$ cat src/rtl/crs_pkg.sv
// Shared constants, command/status types and opcodes for the Catmull-Rom
// segment evaluator. No dependencies; crs_ctrl, crs_dp and the top level use it.
`default_nettype none
package crs_pkg;

  localparam int MAX_POINTS = 64;
  localparam int FRAC_BITS  = 16;

  localparam int COORDW   = 32;
  localparam int NLANES   = 3;
  localparam int PTW      = COORDW * NLANES;
  localparam int NTAPS    = 4;
  localparam int MIN_PTS  = 4;
  localparam int NSTEPS   = 3;

  localparam int IDXW     = 6;
  localparam int TWW      = 6;
  localparam int TFW      = 16;
  localparam int PCW      = 7;

  localparam int AW       = (MAX_POINTS > 1) ? $clog2(MAX_POINTS) : 1;
  localparam int CNTW     = ($clog2(MAX_POINTS + 1) > PCW) ? $clog2(MAX_POINTS + 1) : PCW;
  localparam int CMPW     = CNTW + 1;
  localparam int SW       = TWW + 1;

  localparam int UP_SHIFT   = (FRAC_BITS >= TFW) ? FRAC_BITS - TFW : 0;
  localparam int DOWN_SHIFT = (FRAC_BITS >= TFW) ? 0 : TFW - FRAC_BITS;
  localparam int UW         = FRAC_BITS + 1;
  localparam int VW         = COORDW + 6;
  localparam int PW         = VW + UW + 1;

  localparam logic OP_WRITE = 1'b0;
  localparam logic OP_EVAL  = 1'b1;

  typedef struct packed {
    logic       wr;
    logic       load;
    logic       shift;
    logic       coef;
    logic       mul;
    logic       add;
    logic       out_load;
    logic [1:0] rd_cnt;
    logic [1:0] step;
  } crs_cmd_t;

  typedef struct packed {
    logic range_err;
  } crs_status_t;

endpackage
`default_nettype wire

$ cat src/rtl/crs_ctrl.sv
// Sequencer for point writes and segment evaluation: read taps, form
// coefficients, Horner steps, output beat. Depends on crs_pkg.
`default_nettype none
module crs_ctrl (
  input  wire logic                clk_i,
  input  wire logic                rst_ni,
  input  wire logic                in_valid_i,
  output logic                     in_stall_o,
  input  wire logic                opcode_i,
  output logic                     out_valid_o,
  input  wire logic                out_stall_i,
  input  wire crs_pkg::crs_status_t status_i,
  output crs_pkg::crs_cmd_t        cmd_o
);

  localparam logic [2:0] ST_IDLE = 3'd0;
  localparam logic [2:0] ST_READ = 3'd1;
  localparam logic [2:0] ST_LAST = 3'd2;
  localparam logic [2:0] ST_COEF = 3'd3;
  localparam logic [2:0] ST_MUL  = 3'd4;
  localparam logic [2:0] ST_ADD  = 3'd5;
  localparam logic [2:0] ST_DONE = 3'd6;

  logic [2:0] state_q, state_d;
  logic [1:0] cnt_q, cnt_d;
  logic [1:0] step_q, step_d;
  logic       out_valid_q, out_valid_d;
  logic       out_free;

  assign out_free    = !out_valid_q || !out_stall_i;
  assign in_stall_o  = (state_q != ST_IDLE);
  assign out_valid_o = out_valid_q;

  always_comb begin
    state_d = state_q;
    cnt_d   = cnt_q;
    step_d  = step_q;
    cmd_o   = '0;
    cmd_o.rd_cnt = cnt_q;
    cmd_o.step   = step_q;
    unique case (state_q)
      ST_IDLE: begin
        if (in_valid_i) begin
          if (opcode_i == crs_pkg::OP_WRITE) begin
            cmd_o.wr = 1'b1;
          end else begin
            cmd_o.load = 1'b1;
            cnt_d      = '0;
            state_d    = status_i.range_err ? ST_DONE : ST_READ;
          end
        end
      end
      ST_READ: begin
        cmd_o.shift = (cnt_q != 2'd0);
        if (cnt_q == 2'(crs_pkg::NTAPS - 1)) begin
          state_d = ST_LAST;
        end else begin
          cnt_d = cnt_q + 2'd1;
        end
      end
      ST_LAST: begin
        cmd_o.shift = 1'b1;
        state_d     = ST_COEF;
      end
      ST_COEF: begin
        cmd_o.coef = 1'b1;
        step_d     = '0;
        state_d    = ST_MUL;
      end
      ST_MUL: begin
        cmd_o.mul = 1'b1;
        state_d   = ST_ADD;
      end
      ST_ADD: begin
        cmd_o.add = 1'b1;
        if (step_q == 2'(crs_pkg::NSTEPS - 1)) begin
          state_d = ST_DONE;
        end else begin
          step_d  = step_q + 2'd1;
          state_d = ST_MUL;
        end
      end
      ST_DONE: begin
        if (out_free) begin
          cmd_o.out_load = 1'b1;
          state_d        = ST_IDLE;
        end
      end
      default: begin
        state_d = ST_IDLE;
      end
    endcase
  end

  always_comb begin
    out_valid_d = out_valid_q;
    if (cmd_o.out_load) begin
      out_valid_d = 1'b1;
    end else if (out_valid_q && !out_stall_i) begin
      out_valid_d = 1'b0;
    end
  end

  always_ff @(posedge clk_i or negedge rst_ni) begin
    if (!rst_ni) begin
      state_q     <= ST_IDLE;
      cnt_q       <= '0;
      step_q      <= '0;
      out_valid_q <= 1'b0;
    end else begin
      state_q     <= state_d;
      cnt_q       <= cnt_d;
      step_q      <= step_d;
      out_valid_q <= out_valid_d;
    end
  end

endmodule
`default_nettype wire

$ cat config.mk
export PLATFORM = sky130hd
export DESIGN_NAME = crs_ctrl
export DESIGN_NICKNAME = d
export VERILOG_FILES = /design/src/rtl/crs_pkg.sv /design/src/rtl/crs_ctrl.sv
export SDC_FILE = /design/constraint.sdc
export NUM_CORES = 1
export LEC_CHECK = 0
export ABC_AREA = 0
export ABC_CLOCK_PERIOD_IN_PS = 1500
export BUFFER_PORTS_ARGS = -buffer_cell sky130_fd_sc_hd__buf_4
export CAP_MARGIN = 20
export CORE_AREA = 2 2 39 41
export CTS_CLUSTER_SIZE = 14
export DETAILED_ROUTE_END_ITERATION = 10
export DIE_AREA = 0 0 41 43
export GPL_TIMING_DRIVEN = 0
export PLACE_DENSITY = 0.71
export SLEW_MARGIN = 20
export SYNTH_ARGS = -nofsm -noshare
export SYNTH_HDL_FRONTEND = slang
export SYNTH_SLANG_ARGS = --single-unit
$ cat constraint.sdc
create_clock -name clk_i -period 1.5 [get_ports clk_i]
set_input_delay 0.375 -clock clk_i [delete_from_list [all_inputs] [get_ports clk_i]]
set_output_delay 0.375 -clock clk_i [all_outputs]
set_load 0.02 [all_outputs]
Word-level counts from Yosys, hierarchy flattened --
Cells that the tools add are included.
Cells by class: eq/ne operators 14, reduce and logical (&&, ||, !) cells 13, muxes and demuxes 25, add/sub/neg operators 2
Operator list (count):
- case mux 3 bit (7 select lines) | 1
- 2-to-1 mux 3 bit | 5
- 2-to-1 mux 2 bit | 7
- != test 2 bit (second input constant) | 6
- == test 3 bit (second input constant) | 3
- 2-to-1 mux 1 bit | 9
- case mux 2 bit (2 select lines) | 2
- AND reduction 4 bit | 2
- nonzero test 2 bit | 4
- == test 3 x 2 -> 1 bit (second input constant) | 2
- adder 2 x 1 -> 2 bit (second input constant) | 2
- == test 2 bit (second input constant) | 2
- == test 3 x 1 -> 1 bit (second input constant) | 1
- logical NOT 3 bit | 1
- nonzero test 3 bit | 1
- logical NOT 1 bit | 2
- case mux 1 bit (2 select lines) | 1
- AND reduction 2 bit | 1
- logical AND 1 bit | 1
- logical OR 1 bit | 1
Word-level totals: output and inout bits 13, logic and storage cells 58, flip-flop bits (word level) 8

Longest topological paths before layout --
depth after elaboration 5, depth in mapped cells 5

Worst setup path after synthesis --
Ideal clock, no wire load.
path kind register -> output, from register state_q[0], to output cmd_o[10] (netlist bit), cell stages (with the launch flop) 4, data arrival time 1.240 ns, slack -0.115 ns, cell sequence dfrtp_1 -> buf_6 -> or3_4 -> nor3b_2
RTL lines:
- start, declared | RTL line crs_ctrl.sv:24 | logic [2:0] state_q, state_d;
- start signal, assigned | RTL line crs_ctrl.sv:111 | state_q <= state_d;
- end, declared | RTL line crs_ctrl.sv:13 | output crs_pkg::crs_cmd_t cmd_o

==> out/results.ini <==
[worst_hold_path]
whs_endpoint = out_valid_o$_DFFE_PN0P_
hold_depth = 3
hp-class = input pin to register
hp-start = out_stall_i

[global_routing]
use_met1 = 0.254
grt_max_degree = 11
top_usage_layer = met2
antenna_found_initial = 0
grtUsageMet3 = 0.0262
grtUsageMet2 = 0.269
gr-total-overflow = 0
grt_pass1_vias = 527
grt_pass1_wl_um = 2280
track_usage = 0.191

[synthesis]
synth-simple-area-share = 0.254
synth_seq_cells = 8
ys_seq_area_frac = 0.338
ys_warn_count = 0
synth.mux.area_fraction = 0
synthAdderAreaFrac = 0.0634
synth_nets = 73
synthCells = 64
avgSynthCellArea_sq_um = 9.25
syn-cell-area_sq_um = 592
synthDistinctLibCells = 27
synth_top_cell_area_share = 0.338
ys_top_cells_by_area = dfrtp_1 34%, buf_6 7.6%, ha_1 6.3%
yosys.area.top_type = dfrtp_1
synth_top_family_by_area = simple AND/OR/NAND/NOR gates
synth_compound_area_frac = 0.224
synthXorXnorAreaFrac = 0

[power]
p_total_mw = 2.20
leakage_nw = 0.460
peakVddDrop_mv = 0.975
p_per_area_mw_per_mm2 = 2270

[placement]
place_congestion = 0.798
hpwl_um = 969
dp_slack_ns = -0.0759
port_buffers = 18

[setup_path]
cp_data_required_time_ns = 1.12
cp-end-kind = output port
arrival_ns = 1.48
reg2reg_from = cnt_q[1]$_DFFE_PN0P_
worst_setup_path_start_kind = register
ff2ff_setup_slack_ns = 0.02
slowest_delay_ns = 0.45
crit_path_cell_trace = or3_4 > nor3b_4 > buf_6
crit_slowest_cell = dfrtp_2
path_class = register to output port
r2r_cells = 6
cp_max_fo = 6
cp_top_family = simple AND/OR/NAND/NOR gates
crit_buf_inv = 1
rr_endpoint = state_q[1]$_DFFE_PN0P_

[cts]
cts_tree = yes
clock-sinks = 8
clock-root-buffer = clkbuf_4
clk_path_buf_depth = 2
path_clk_slew_ns = 0.07
cts-buffers-inserted = 3
clk_latency_ns = 0.27
htree_levels = 1

[floorplanning]
fp.dieArea_sq_mm = 0.00176
dieHeight_um = 43
rows = 14
pin_count = 19
start_util = 0.428
design.core.area_sq_mm = 0.00138
die_w_um = 41

[sta]
slew_headroom = 0.827
finalSetupViolations = 8
tns_ns = -1.43
period_minus_slack_ns = 1.85
fmax_ghz = 0.540
finalCritPeriodShare = 1.24
rsz0062_at_grt = yes
finalHoldViolCount = 0
fin_skew_ns = 0.0121
setup_ws_ns = -0.353
finalMaxSlewViolations = 0
hold_slack_ns = 0.379
tightest_slew_ns = 0.256

[routing]
drt_iter0_drc = 9
drc = 0
routed_via_density = 5.59
ant_nets = 0
first_pass_iters = 4
vias = 648
routedWlPerCell_um = 14.2
wl_um = 1650

[run_status]
status = finished with violations
failed_checks = negative setup slack

[run]
cap_viol_max_count = 0

[cells_and_area]
final_common_cell = buf_4
nFillCells = 103
areaGrowthSynthToFinish_pct = 63.8
most-common-layout-cells = 25 x buf_4, 10 x buf_6, 6 x dfrtp_1
layout-drive-gt1-share = 0.550
fin_nets = 110
antenna_cells = 0

stage by stage:
step / utilization / instance area (sq um) / cells
after floorplan: - / 604 / 64
final: 0.701 / 970 / 116
after global placement: 0.549 / 759 / 98
after detailed placement: 0.549 / 759 / 98
after CTS: 0.612 / 847 / 105
after global routing: 0.701 / 970 / 116
Yosys cell counts:
cell type,instances
dfrtp_1,8
nand2_1,6
nor2_1,6
inv_1,5
a21oi_1,4
buf_6,4
ha_1,3
o21a_1,3
a22o_1,2
nand2b_1,2
nor4_1,2
o2bb2ai_1,2
o31ai_1,2
or3_1,2
a211o_1,1
a41oi_1,1
buf_4,1
nand3_1,1
nor2b_1,1
nor3_1,1
nor3b_2,1
nor4_2,1
nor4b_2,1
o21ai_0,1
o221ai_1,1
o32ai_1,1
or3_4,1
area by class of cell:
type	count	area, sq um	share of cell area
tap	16	20.0	0.0206
timing repair buffer	33	280	0.289
multi-input combinational	46	377	0.388
sequential	8	203	0.209
buffer	4	45.0	0.0465
inverter	5	18.8	0.0194
clock buffer	4	26.3	0.0271
worst max path at each step:
| stage | end | start | cells past startpoint | slack [ns] |
|---|---|---|---|---|
| after floorplan | cmd_o[10] | state_q[0]$_DFFE_PN0P_ | 3 | -0.07 |
| after global placement | cmd_o[10] | state_q[0]$_DFFE_PN0P_ | 4 | -0.07 |
| after detailed placement | cmd_o[10] | state_q[0]$_DFFE_PN0P_ | 4 | -0.08 |
| after CTS | cmd_o[10] | state_q[0]$_DFFE_PN0P_ | 4 | -0.33 |
| after global routing | cmd_o[10] | state_q[2]$_DFFE_PN0P_ | 4 | -0.39 |
| final | cmd_o[10] | state_q[1]$_DFFE_PN0P_ | 3 | -0.35 |
worst reg2reg max path, stage by stage, from the launching register on:
cell and delay [ns]:
dfrtp_1 0.40, buf_4 0.14, buf_4 0.13, ha_2 0.21
nor2_1 0.11, nor4_1 0.06, or3_1 0.32
logic make-up after synthesis:
| logic type | after synthesis |
|---|---|
| adder cells (fa/ha/maj) | 3 |
| buffers and inverters | 10 |
| AO/OA/AOI/OAI | 18 |
| flip-flops | 8 |
| AND/OR/NAND/NOR | 25 |
power breakdown:
group / leakage, nW / internal (mW) / switching (mW)
Sequential: 0.0994 / 0.316 / 0.0976
Combinational: 0.346 / 0.822 / 0.767
Clock: 0.0150 / 0.103 / 0.0925
Total: 0.460 / 1.24 / 0.957
registers in the layout (all words and copies together), names as in the netlist:
signal,count
state_q,3
cnt_q,2
step_q,2
out_valid_o,1
per-layer routing:
layer / vias to the layer above / part of all wire
li1: 304 / -
met1: 309 / 0.41
met2: 26 / 0.49
met3: 9 / 0.054
met4: 0 / 0.045
met5: - / 0
what timing repair did:
item | in CTS | in global routing
setup buffers | 2 | 12
pin swaps | 3 | 2
hold endpoints to repair | 8 | 0
endpoints found under the setup margin | 8 | 8
resized for setup | 10 | 12
hold buffers | 1 | 0
Power figures use the tool's default switching activity.
